==> src/sv/jse_pkg.sv <==
package jse_pkg;

    // Input item: one source byte or the end-of-string marker.
    typedef struct packed {
        logic       has_byte;
        logic [7:0] in_byte;
    } t_in_item;

    // Result item: one escaped character or the end-of-string status.
    typedef struct packed {
        logic [7:0]  out_char;
        logic        is_end;
        logic        overflowed;
        logic [15:0] out_length;
        logic        last;
    } t_out_item;

    // How the back end expands one queued entry.
    typedef enum logic [1:0] {
        K_PLAIN = 2'd0,
        K_SHORT = 2'd1,
        K_UNI   = 2'd2,
        K_END   = 2'd3
    } t_kind;

    // One entry of the queue between the front and the back end.
    typedef struct packed {
        t_kind       kind;
        logic [7:0]  ch;
        logic        overflowed;
        logic [15:0] length;
    } t_desc;

    localparam logic [15:0] CAP_RESET = 16'd4096;

    localparam logic [7:0] CH_CTRL_LIMIT = 8'h20;
    localparam logic [7:0] CH_BSLASH     = 8'h5C;
    localparam logic [7:0] CH_DQUOTE     = 8'h22;
    localparam logic [7:0] CH_LF         = 8'h0A;
    localparam logic [7:0] CH_CR         = 8'h0D;
    localparam logic [7:0] CH_TAB        = 8'h09;
    localparam logic [7:0] CH_N          = 8'h6E;
    localparam logic [7:0] CH_R          = 8'h72;
    localparam logic [7:0] CH_T          = 8'h74;
    localparam logic [7:0] CH_U          = 8'h75;
    localparam logic [7:0] CH_ZERO       = 8'h30;
    localparam logic [7:0] CH_NUL        = 8'h00;

    localparam logic [2:0] LEN_PLAIN = 3'd1;
    localparam logic [2:0] LEN_SHORT = 3'd2;
    localparam logic [2:0] LEN_UNI   = 3'd6;

    // Lower-case hex digit of a nibble.
    function automatic logic [7:0] hex_digit(input logic [3:0] v);
        logic [7:0] r;
        if (v < 4'd10) begin
            r = 8'h30 + {4'h0, v};
        end else begin
            r = 8'h57 + {4'h0, v};
        end
        return r;
    endfunction

endpackage

==> src/sv/jse_front.sv <==
module jse_front (
    input  logic                i_clk,
    input  logic                i_rst_n,
    input  logic                i_push,
    input  jse_pkg::t_in_item   i_item,
    input  logic [15:0]         i_capacity,
    input  logic                i_q_full,
    output logic                o_q_push,
    output jse_pkg::t_desc      o_q_desc
);

    logic [15:0]     r_count;
    logic            r_ovf;
    logic [15:0]     n_count;
    logic            n_ovf;
    logic            accept;
    jse_pkg::t_kind  kind;
    logic [7:0]      ch;
    logic [2:0]      len;
    logic [16:0]     sum;
    logic            fits;

    assign accept = i_push && !i_q_full;

    // Classify the byte and find the length of its escape.
    always_comb begin
        kind = jse_pkg::K_PLAIN;
        ch   = i_item.in_byte;
        len  = jse_pkg::LEN_PLAIN;
        unique case (i_item.in_byte)
            jse_pkg::CH_BSLASH: begin
                kind = jse_pkg::K_SHORT;
                ch   = jse_pkg::CH_BSLASH;
                len  = jse_pkg::LEN_SHORT;
            end
            jse_pkg::CH_DQUOTE: begin
                kind = jse_pkg::K_SHORT;
                ch   = jse_pkg::CH_DQUOTE;
                len  = jse_pkg::LEN_SHORT;
            end
            jse_pkg::CH_LF: begin
                kind = jse_pkg::K_SHORT;
                ch   = jse_pkg::CH_N;
                len  = jse_pkg::LEN_SHORT;
            end
            jse_pkg::CH_CR: begin
                kind = jse_pkg::K_SHORT;
                ch   = jse_pkg::CH_R;
                len  = jse_pkg::LEN_SHORT;
            end
            jse_pkg::CH_TAB: begin
                kind = jse_pkg::K_SHORT;
                ch   = jse_pkg::CH_T;
                len  = jse_pkg::LEN_SHORT;
            end
            default: begin
                if (i_item.in_byte < jse_pkg::CH_CTRL_LIMIT) begin
                    kind = jse_pkg::K_UNI;
                    len  = jse_pkg::LEN_UNI;
                end
            end
        endcase
    end

    // The whole escape must fit and still leave room for the terminator.
    assign sum  = {1'b0, r_count} + {14'd0, len};
    assign fits = sum < {1'b0, i_capacity};

    always_comb begin
        n_count  = r_count;
        n_ovf    = r_ovf;
        o_q_push = 1'b0;
        o_q_desc = '{kind: kind, ch: ch, overflowed: 1'b0, length: 16'd0};
        if (accept) begin
            if (!i_item.has_byte) begin
                o_q_push = 1'b1;
                o_q_desc = '{kind: jse_pkg::K_END, ch: jse_pkg::CH_NUL,
                             overflowed: r_ovf || (r_count >= i_capacity),
                             length: r_count};
                n_count  = 16'd0;
                n_ovf    = 1'b0;
            end else if (!r_ovf) begin
                if (fits) begin
                    o_q_push = 1'b1;
                    n_count  = sum[15:0];
                end else begin
                    n_ovf = 1'b1;
                end
            end
        end
    end

    always_ff @(posedge i_clk) begin
        if (!i_rst_n) begin
            r_count <= 16'd0;
            r_ovf   <= 1'b0;
        end else begin
            r_count <= n_count;
            r_ovf   <= n_ovf;
        end
    end

    a_end_clears: assert property (@(posedge i_clk) disable iff (!i_rst_n)
        accept && !i_item.has_byte |=> r_count == 16'd0 && !r_ovf)
        else $error("count not cleared after end of string");

endmodule

==> src/sv/jse_queue.sv <==
module jse_queue #(
    parameter int DEPTH = 4
) (
    input  logic            i_clk,
    input  logic            i_rst_n,
    input  logic            i_push,
    input  jse_pkg::t_desc  i_data,
    output logic            o_full,
    input  logic            i_pop,
    output jse_pkg::t_desc  o_data,
    output logic            o_empty
);

    localparam int PTR_W = (DEPTH > 1) ? $clog2(DEPTH) : 1;
    localparam int CNT_W = $clog2(DEPTH + 1);

    jse_pkg::t_desc     r_mem [DEPTH];
    logic [PTR_W-1:0]   r_wr;
    logic [PTR_W-1:0]   r_rd;
    logic [CNT_W-1:0]   r_cnt;

    assign o_full  = r_cnt == CNT_W'(DEPTH);
    assign o_empty = r_cnt == '0;
    assign o_data  = r_mem[r_rd];

    always_ff @(posedge i_clk) begin
        if (i_push) begin
            r_mem[r_wr] <= i_data;
        end
    end

    always_ff @(posedge i_clk) begin
        if (!i_rst_n) begin
            r_wr  <= '0;
            r_rd  <= '0;
            r_cnt <= '0;
        end else begin
            if (i_push) begin
                r_wr <= (r_wr == PTR_W'(DEPTH - 1)) ? '0 : r_wr + PTR_W'(1);
            end
            if (i_pop) begin
                r_rd <= (r_rd == PTR_W'(DEPTH - 1)) ? '0 : r_rd + PTR_W'(1);
            end
            if (i_push && !i_pop) begin
                r_cnt <= r_cnt + CNT_W'(1);
            end else if (i_pop && !i_push) begin
                r_cnt <= r_cnt - CNT_W'(1);
            end
        end
    end

    a_no_overrun: assert property (@(posedge i_clk) disable iff (!i_rst_n)
        !(i_push && o_full && !i_pop) && !(i_pop && o_empty))
        else $error("queue written when full or read when empty");

endmodule

==> src/sv/jse_back.sv <==
module jse_back (
    input  logic                i_clk,
    input  logic                i_rst_n,
    input  jse_pkg::t_desc      i_q_data,
    input  logic                i_q_empty,
    output logic                o_q_pop,
    output logic                o_empty,
    input  logic                i_pop,
    output jse_pkg::t_out_item  o_item
);

    jse_pkg::t_desc      r_cur;
    logic                r_cur_vld;
    logic [2:0]          r_idx;
    jse_pkg::t_out_item  r_out;
    logic                r_out_vld;
    logic [7:0]          cur_char;
    logic                cur_last;
    logic                out_load;
    logic                adv_last;
    logic                take;

    // Character at the current position of the escape.
    always_comb begin
        cur_char = r_cur.ch;
        cur_last = 1'b1;
        case (r_cur.kind)
            jse_pkg::K_PLAIN: begin
                cur_char = r_cur.ch;
            end
            jse_pkg::K_SHORT: begin
                cur_char = (r_idx == 3'd0) ? jse_pkg::CH_BSLASH : r_cur.ch;
                cur_last = r_idx == jse_pkg::LEN_SHORT - 3'd1;
            end
            jse_pkg::K_UNI: begin
                case (r_idx)
                    3'd0:    cur_char = jse_pkg::CH_BSLASH;
                    3'd1:    cur_char = jse_pkg::CH_U;
                    3'd2:    cur_char = jse_pkg::CH_ZERO;
                    3'd3:    cur_char = jse_pkg::CH_ZERO;
                    3'd4:    cur_char = jse_pkg::hex_digit(r_cur.ch[7:4]);
                    default: cur_char = jse_pkg::hex_digit(r_cur.ch[3:0]);
                endcase
                cur_last = r_idx == jse_pkg::LEN_UNI - 3'd1;
            end
            default: begin
                cur_char = jse_pkg::CH_NUL;
            end
        endcase
    end

    assign out_load = r_cur_vld && (!r_out_vld || i_pop);
    assign adv_last = out_load && cur_last;
    assign take     = (!r_cur_vld || adv_last) && !i_q_empty;
    assign o_q_pop  = take;
    assign o_empty  = !r_out_vld;
    assign o_item   = r_out;

    always_ff @(posedge i_clk) begin
        if (!i_rst_n) begin
            r_cur_vld <= 1'b0;
            r_idx     <= 3'd0;
            r_out_vld <= 1'b0;
        end else begin
            if (out_load) begin
                r_out_vld <= 1'b1;
            end else if (i_pop) begin
                r_out_vld <= 1'b0;
            end
            if (take) begin
                r_cur_vld <= 1'b1;
                r_idx     <= 3'd0;
            end else if (adv_last) begin
                r_cur_vld <= 1'b0;
            end else if (out_load) begin
                r_idx <= r_idx + 3'd1;
            end
        end
    end

    always_ff @(posedge i_clk) begin
        if (take) begin
            r_cur <= i_q_data;
        end
        if (out_load) begin
            r_out.out_char   <= cur_char;
            r_out.is_end     <= r_cur.kind == jse_pkg::K_END;
            r_out.overflowed <= (r_cur.kind == jse_pkg::K_END) && r_cur.overflowed;
            r_out.out_length <= (r_cur.kind == jse_pkg::K_END) ? r_cur.length : 16'd0;
            r_out.last       <= cur_last;
        end
    end

    a_end_is_last: assert property (@(posedge i_clk) disable iff (!i_rst_n)
        !o_empty && o_item.is_end |-> o_item.last && o_item.out_char == jse_pkg::CH_NUL)
        else $error("end result without last or terminator");

    a_char_fields: assert property (@(posedge i_clk) disable iff (!i_rst_n)
        !o_empty && !o_item.is_end |->
            o_item.out_char != jse_pkg::CH_NUL && !o_item.overflowed
            && o_item.out_length == 16'd0)
        else $error("character result carries status fields");

endmodule

==> src/sv/json_string_escape_encoder_top.sv <==
// Channel   | Direction | Handshake                 | Payload
// ----------+-----------+---------------------------+---------------------------------
// input     | in        | i_push / o_full           | i_in_item (has_byte, in_byte)
// result    | out       | o_empty / i_pop           | o_out_item (out_char .. last)
// config    | in        | i_cfg_valid / o_cfg_ready | i_cfg_data (output_capacity)
//
// The input side takes one item per clock while the queue has room.
// The back end sends one character per clock while results are popped: a byte
// escape expands to 1, 2 or 6 characters, and the end item to one; the queue of
// QUEUE_DEPTH entries lets short runs of escapes pass without stalling the input.
// The first result of an item passes through the queue, the back end's current
// entry register and the result register before it reaches the result ports.
// Reset is synchronous and active low; it empties the queue and the result
// register, clears the count and sets the capacity to 4096.
module json_string_escape_encoder_top #(
    parameter int QUEUE_DEPTH = 4
) (
    input  logic                i_clk,
    input  logic                i_rst_n,
    input  logic                i_push,
    output logic                o_full,
    input  jse_pkg::t_in_item   i_in_item,
    output logic                o_empty,
    input  logic                i_pop,
    output jse_pkg::t_out_item  o_out_item,
    input  logic                i_cfg_valid,
    output logic                o_cfg_ready,
    input  logic [15:0]         i_cfg_data
);

    // Capacity register, always ready: the user must write it only while the block
    // is idle, which the block does not enforce, so the front sees a settled value.
    logic [15:0] r_capacity;

    assign o_cfg_ready = 1'b1;

    always_ff @(posedge i_clk) begin
        if (!i_rst_n) begin
            r_capacity <= jse_pkg::CAP_RESET;
        end else if (i_cfg_valid) begin
            r_capacity <= i_cfg_data;
        end
    end

    // The front classifies each byte, checks the escape against the capacity,
    // keeps the running count and overflow state, and queues one entry for
    // every item that produces results.
    logic            q_push;
    logic            q_full;
    jse_pkg::t_desc  q_wdata;
    logic            q_pop;
    logic            q_empty;
    jse_pkg::t_desc  q_rdata;

    assign o_full = q_full;

    jse_front u_front (
        .i_clk      (i_clk),
        .i_rst_n    (i_rst_n),
        .i_push     (i_push),
        .i_item     (i_in_item),
        .i_capacity (r_capacity),
        .i_q_full   (q_full),
        .o_q_push   (q_push),
        .o_q_desc   (q_wdata)
    );

    jse_queue #(
        .DEPTH (QUEUE_DEPTH)
    ) u_queue (
        .i_clk   (i_clk),
        .i_rst_n (i_rst_n),
        .i_push  (q_push),
        .i_data  (q_wdata),
        .o_full  (q_full),
        .i_pop   (q_pop),
        .o_data  (q_rdata),
        .o_empty (q_empty)
    );

    // The back end walks each entry one character at a time into an output
    // register, so a new character loads in the same cycle the old one pops.
    jse_back u_back (
        .i_clk     (i_clk),
        .i_rst_n   (i_rst_n),
        .i_q_data  (q_rdata),
        .i_q_empty (q_empty),
        .o_q_pop   (q_pop),
        .o_empty   (o_empty),
        .i_pop     (i_pop && !o_empty),
        .o_item    (o_out_item)
    );

endmodule
==> config.mk <==
export PLATFORM = sky130hd
export DESIGN_NAME = json_string_escape_encoder_top
export DESIGN_NICKNAME = d
export VERILOG_FILES = /design/src/sv/jse_pkg.sv /design/src/sv/jse_front.sv /design/src/sv/jse_queue.sv /design/src/sv/jse_back.sv /design/src/sv/json_string_escape_encoder_top.sv
export SDC_FILE = /design/constraint.sdc
export NUM_CORES = 1
export LEC_CHECK = 0
export ABC_AREA = 1
export BUFFER_PORTS_ARGS = -buffer_cell sky130_fd_sc_hd__buf_4
export CELL_PAD_IN_SITES_DETAIL_PLACEMENT = 0
export CELL_PAD_IN_SITES_GLOBAL_PLACEMENT = 1
export CORE_MARGIN = 2
export CORE_UTILIZATION = 52
export DETAILED_ROUTE_END_ITERATION = 10
export PLACE_DENSITY = 0.86
export SETUP_SLACK_MARGIN = 0.05
export SYNTH_ARGS = -nofsm -noshare
export SYNTH_HDL_FRONTEND = slang
export SYNTH_SLANG_ARGS = --single-unit
==> constraint.sdc <==
create_clock -name i_clk -period 15.7 [get_ports i_clk]
set_clock_uncertainty 0.15 [all_clocks]
set_input_delay 3.14 -clock i_clk [delete_from_list [all_inputs] [get_ports i_clk]]
set_output_delay 3.14 -clock i_clk [all_outputs]
set_load 0.02 [all_outputs]
[Word level (Yosys, flattened, before mapping)]
Memories as Yosys holds them, arrays and structs flattened. A register that Yosys moved wholly into a read port is not among the register bits.
Index checks and enable logic that the tools add are counted.
Word-level totals
  register bits after elaboration: 72
  RAM bits: 108
  logic and storage cells: 111
  output and inout bits: 30
  latch bits: 0
  input port bits: 30
  memories: 1
  bits in read-only memories: 0
Operators by class
  divide/modulo/power cells: 0
  add/sub/neg operators: 10
  magnitude comparators: 5
  $mul: 0
  mux-type cells: 33
  equality and inequality tests: 18
  bitwise gates (word level): 2
  shifts and indexed selects: 0
  reduce and logical (&&, ||, !) cells: 28
Memory list
  u_queue.r_mem: words 4, width 27, read ports 1, clocked after memory_dff 1, wr ports 1, line jse_queue.sv:17  | jse_pkg::t_desc r_mem [DEPTH];
Operators by type and width (number)
  two-way mux 27 bit: 2
  two-way mux 16 bit: 3
  case mux 8 bit (5 select lines): 1
  case mux 8 bit (4 select lines): 1
  equality test 8 x 4 -> 1 bit, second input constant: 3
  two-way mux 8 bit: 3
  case mux 8 bit (3 select lines): 1
  adder 16 x 3 -> 17 bit: 1
  < comparator 17 x 16 -> 1 bit: 1
  adder 7 x 4 -> 8 bit, first input constant: 2
  >= comparator 16 bit: 1
  adder 6 x 4 -> 7 bit, first input constant: 2
  two-way mux 1 bit: 13
  two-way mux 3 bit: 4
  equality test 3 bit, second input constant: 3
  equality test 2 bit, second input constant: 4
  equality test 8 x 6 -> 1 bit, second input constant: 1
  equality test 8 x 7 -> 1 bit, second input constant: 1
  logical AND 1 bit: 8
  < comparator 4 bit, second input constant: 2
  < comparator 8 x 6 -> 1 bit, second input constant: 1
  two-way mux 2 bit: 4
  adder 3 x 1 -> 3 bit, second input constant: 2
  equality test 3 x 2 -> 1 bit, second input constant: 2
  17 further kinds: 30

[Logic depth before layout (Yosys ltp)]
  depth after elaboration: 13
  depth in mapped cells: 37
  mapped depth without buffers: 36

[Modules after synthesis]
Synthesis repeated with hierarchy kept, for this count alone.
Second synthesis, totals
  cell total of the unflattened synthesis: 1015
  area total of the unflattened synthesis: 10044.6 sq um
By module, submodules not included
  jse_queue: area each 4510.6 sq um, seq. area each 3423.3 sq um, times used 1, cells an instance 320
  jse_back: area each 2650.0 sq um, seq. area each 1721.7 sq um, times used 1, cells an instance 247
  jse_front: area each 2193.4 sq um, seq. area each 340.3 sq um, times used 1, cells an instance 344
  json_string_escape_encoder_top: area each 690.7 sq um, seq. area each 320.3 sq um, times used 1, cells an instance 104

[Worst setup path after synthesis]
No wires, ideal clock.
  path type: input to register
  start point: in i_in_item[7] (netlist bit)
  end point: mem u_queue.r_mem[0][0] (netlist bit), enable pin
  cell stages on the path: 27
  data required time: 15.139 ns
  setup slack: 7.696 ns
  data arrival time: 7.442 ns
  path buffers: 1
  library setup time: 0.411 ns
  cell sequence: nor2_1 > nand3_1 > nor4_1 > nor2_1 > nand2_1 > a21oi_1 > ha_1 > fa_1 > a21oi_2 > nor2_2 > nand2_1 > xor2_1 > ha_1 > nand2_1 > inv_1 > a21oi_1 > nand3_1 > nand2_1 > nand2_1 > nand2_1 > nand2_1 > nand2_1 > nand2_2 > buf_6 > nand2_4 > inv_2 > nor2_1
On the way
  cells in the longest elaborated chain, start to end: 11
  elaborated cells on any way between the ends: 17
  classes of those cells: 1 x add/sub; 2 x order compare; 5 x eq/ne; 8 x mux; 1 x reduce/logical
Ends and longest elaborated chain
  start: declaration: line json_string_escape_encoder_top.sv:22  | input jse_pkg::t_in_item i_in_item,
  < comparator 8 x 6 -> 1 bit (tied with other cells): line jse_front.sv:57  | if (i_item.in_byte < jse_pkg::CH_CTRL_LIMIT) begin
  two-way mux 3 bit or OR reduction 5 bit (tied branches)
  two-way mux 3 bit (*): line jse_front.sv:30  | unique case (i_item.in_byte)
  adder 16 x 3 -> 17 bit (*): line jse_front.sv:66  | assign sum = {1'b0, r_count} + {14'd0, len};
  < comparator 17 x 16 -> 1 bit (*): line jse_front.sv:67  | assign fits = sum < {1'b0, i_capacity};
  two-way mux 1 bit (*): line jse_front.sv:83  | if (fits) begin
  two-way mux 1 bit (*): line jse_front.sv:82  | end else if (!r_ovf) begin
  two-way mux 1 bit (*): line jse_front.sv:75  | if (!i_item.has_byte) begin
  two-way mux 1 bit (*): line jse_front.sv:74  | if (accept) begin
  net q_push: line json_string_escape_encoder_top.sv:48  | logic q_push;
  two-way mux 1 bit (*): line jse_queue.sv:27  | if (i_push) begin
  two-way mux 1 bit (implied by the code) (*): line jse_queue.sv:28  | r_mem[r_wr] <= i_data;
  end: declaration: line jse_queue.sv:17
Mark *: on every way through the listed nets, which the timed path passes. The rest lies on a longest branch.

[Worst setup path after layout]
  start point: in i_in_item[7] (netlist bit)
  end point: reg u_queue.r_cnt[2]
On the way
  cells in the longest elaborated chain, start to end: 12
  elaborated cells on any way between the ends: 20
  classes of those cells: 1 x add/sub; 2 x order compare; 5 x eq/ne; 7 x mux; 5 x reduce/logical
Ends and longest elaborated chain
  < comparator 8 x 6 -> 1 bit (tied with other cells): line jse_front.sv:57
  two-way mux 3 bit or OR reduction 5 bit (tied branches)
  two-way mux 3 bit (*): line jse_front.sv:30
  adder 16 x 3 -> 17 bit (*): line jse_front.sv:66
  < comparator 17 x 16 -> 1 bit (*): line jse_front.sv:67
  two-way mux 1 bit (*): line jse_front.sv:83
  two-way mux 1 bit (*): line jse_front.sv:82
  two-way mux 1 bit (*): line jse_front.sv:75
  two-way mux 1 bit (*): line jse_front.sv:74
  net q_push: line json_string_escape_encoder_top.sv:48
  zero test 1 bit: line jse_queue.sv:46  | end else if (i_pop && !i_push) begin
  logical AND 1 bit: line jse_queue.sv:46
  nonzero test 2 bit (no line)
  end signal: assignment: line jse_queue.sv:45  | r_cnt <= r_cnt + CNT_W'(1);
  end signal: assignment: line jse_queue.sv:47  | r_cnt <= r_cnt - CNT_W'(1);
  end: declaration: line jse_queue.sv:20  | logic [CNT_W-1:0] r_cnt;
Marks and branches as above.
A chain may end at the register's enable or synchronous reset.

==> results.sh <==
export IMPL_crit_start="i_in_item[7]"
export IMPL_cp_required_ns=15.95
export IMPL_layout_drive_gt1_share_pct=12.9
export IMPL_drt_total_wl_um=18500
export IMPL_setup_viol=0
export IMPL_tightest_slew_ns=1.02
export IMPL_ys_ff_latch=207
export IMPL_synth_top_family_by_area="simple AND/OR/NAND/NOR gates"
export IMPL_synth_flop_cell="edfxtp_1"
export IMPL_endpoint="u_queue.r_cnt[2]"
export IMPL_clk_pin_slew_ns=0.06
export IMPL_crit_arrival_ns=8.10
export IMPL_die_area_mm2=0.0194
export IMPL_n_antenna_cell=0
export IMPL_final_util_pct=60.9
export IMPL_drt_first_pass_iters=4
export IMPL_synth_edff_count=162
export IMPL_dp_cells=1188
export IMPL_max_cap_violations=0
export IMPL_yosysWarnings=0
export IMPL_tns_ns=0
export IMPL_synthCells=931
export IMPL_root_buffer="clkbuf_16"
export IMPL_end_kind="register"
export IMPL_synth_compound_area_share_pct=10.7
export IMPL_hold_path_class="reg2reg"
export IMPL_syn_area_mm2=0.00951
export IMPL_dp_hpwl_um=12400
export IMPL_grt_max_degree=57
export IMPL_die_w_um=139
export IMPL_hold_buffers=0
export IMPL_total_power_mw=1.86
export IMPL_r2r_start="u_front.r_count[0]"
export IMPL_viasPerCell=5.25
export IMPL_yosysSeqAreaShare_pct=60.6
export IMPL_regArea_mm2=0.00577
export IMPL_power_density_mw_per_mm2=170
export IMPL_final_nets=1067
export IMPL_cts_max_level=1
export IMPL_rows=49
export IMPL_num_vias=6455
export IMPL_multi_input_area_mm2=0.00313
export IMPL_grt_pass1_wl_um=30000
export IMPL_fp_dieH_um=139
export IMPL_period_needed_ns=7.85
export IMPL_power_static_leakage_nw=4.56
export IMPL_clock_latency_ns=0.51
export IMPL_hold_viol_final=0
export IMPL_grt_setup_unrepaired="no"
export IMPL_grt_overflow_total=0
export IMPL_fillers=1458
export IMPL_ff2ff_path_depth=25
export IMPL_cts_tree="built"
export IMPL_syn2layout_area_growth_pct=15.2
export IMPL_slew_headroom_pct=31.8
export IMPL_yosysUniqueCellTypes=41
export IMPL_post_cts_setup_buffers=0
export IMPL_gp_congestion=0.869
export IMPL_initial_core_util_pct=52.9
export IMPL_crit_path_max_incr_delay_ns=0.42
export IMPL_yosys_area_share_xor_xnor_pct=1.01
export IMPL_cts_buffer_depth=3
export IMPL_r2r_end="u_queue.r_cnt[2]"
export IMPL_layout_commonest_cell="edfxtp_1"
export IMPL_cts_resized=0
export IMPL_vdd_ir_drop_max_uv=121
export IMPL_postRouteAntennaNets=0
export IMPL_status="complete, no violations"
export IMPL_port_buffers=58
export IMPL_synthSimpleGateAreaFrac_pct=13.8
export IMPL_synth_nets=1014
export IMPL_critPathMaxFanout=20
export IMPL_antenna_found_initial=0
export IMPL_io_pins=60
export IMPL_muxShareOfSynthArea_pct=0
export IMPL_cp_slowest_cell="fa_1"
export IMPL_startpoint_type="primary input"
export IMPL_yosys_area_share_adder_pct=7.13
export IMPL_rrSetupSlack_ns=11.48
export IMPL_wl_per_cell_um=15.0
export IMPL_cpMostUsedCell="nand2_1"
export IMPL_finalMaxSlewViolations=0
export IMPL_final_cell_mix="edfxtp_1, nand2_1, inv_1, nor2_1, o21ai_0"
export IMPL_first_iter_violations=565
export IMPL_finalNonFillerCells=1230
export IMPL_core_mm2=0.0180
export IMPL_clock_sinks=207
export IMPL_first_global_vias=6047
export IMPL_groute_usage_overall_pct=19.0
export IMPL_fmax_ghz=0.127
export IMPL_critical_path_class="in2reg"
export IMPL_cts_buffers=23
export IMPL_synth_area_per_cell_um2=10.2
export IMPL_fin_crit_sh_pct=50.0
export IMPL_drc=0
export IMPL_async_flop_share_pct=0
==> power breakdown <==
part / leakage (nW) / internal (mW) / switching [mW]
Sequential: 1.92 / 0.762 / 0.0433
Combinational: 2.25 / 0.150 / 0.336
Clock: 0.401 / 0.352 / 0.216
==> routing by layer <==
| layer | global-route usage, % | vias to the layer above | wire length, um |
|---|---|---|---|
| met2 | 31.7 | 171 | 8650 |
| met5 | 0 | - | 0 |
| li1 | - | 3312 | - |
| met3 | 2.58 | 26 | 916 |
| met1 | 26.4 | 2946 | 8540 |
| met4 | 5.26 | 0 | 350 |
==> synthesized netlist by cell type, drive strengths merged (2+ instances only) <==
library cell	n	area (um^2)
dfxtp	45	901
nand3	25	135
inv	125	469
xor2	11	96.3
ha	51	638
a21oi	55	279
nor2	114	440
clkbuf	27	101
nor3	14	75.1
o22ai	27	169
nor4	3	18.8
or2	3	18.8
nand4	21	131
o21ai	96	484
buf	9	57.6
clkinv	2	7.51
fa	2	40.0
o211ai	5	37.5
nand2	127	487
edfxtp	162	4860
o2111ai	2	17.5
==> critical path, delay by kind of cell <==
family          cells  cell delay [ns]
xor+xnor            1             0.19
simple gates       16             2.20
fa+ha+maj           5             1.46
compound gates      7             0.89
buf+inv             3             0.21
==> registers in the layout, indices dropped and copies added, names as in the netlist <==
signal	cells
r_capacity	16
u_back.o_item	27
u_back.r_cur	27
u_back.r_cur_vld	1
u_back.r_idx	3
u_back.r_out_vld	1
u_front.r_count	16
u_front.r_ovf	1
u_queue.r_cnt	3
u_queue.r_mem	108
u_queue.r_rd	2
u_queue.r_wr	2
==> cells by family after synthesis <==
kind of cell,after synthesis
buffers and inverters,163
other,1
AOI/OAI and AO/OA,188
adders and majority gates,53
DFF,207
xor gates and xnor gates,11
and+or+nand+nor,308
==> per-stage QoR <==
stage          hold WS (ns)  setup slack (ns)  instance area (um^2)
3_5_place_dp          0.319              7.38                 10100
5_1_grt               0.362              7.29                 10900
6_report              0.325              7.85                 10900
2_1_floorplan         0.301              7.70                  9510
3_3_place_gp          0.317              7.50                 10100
4_1_cts               0.328              7.88                 10900
==> worst min path at each step <==
stage                startpoint               end  cells past startpoint
2_1_floorplan  u_back.r_cur_vld  u_back.r_out_vld                      2
3_3_place_gp   u_back.r_cur_vld  u_back.r_out_vld                      2
3_5_place_dp   u_back.r_cur_vld  u_back.r_out_vld                      2
4_1_cts        u_back.r_cur_vld  u_back.r_out_vld                      2
5_1_grt        u_back.r_cur_vld  u_back.r_out_vld                      2
6_report       u_back.r_cur_vld  u_back.r_out_vld                      2
==> cell type report <==
| cell class | count | area share (%) |
|---|---|---|
| multi-input combinational | 561 | 28.6 |
| inverter | 127 | 4.35 |
| tap | 229 | 2.62 |
| timing repair buffer | 64 | 4.39 |
| clock inverter | 18 | 2.11 |
| sequential | 207 | 52.7 |
| clock buffer | 24 | 5.29 |
Note: power is estimated with default switching activity, not from simulation.
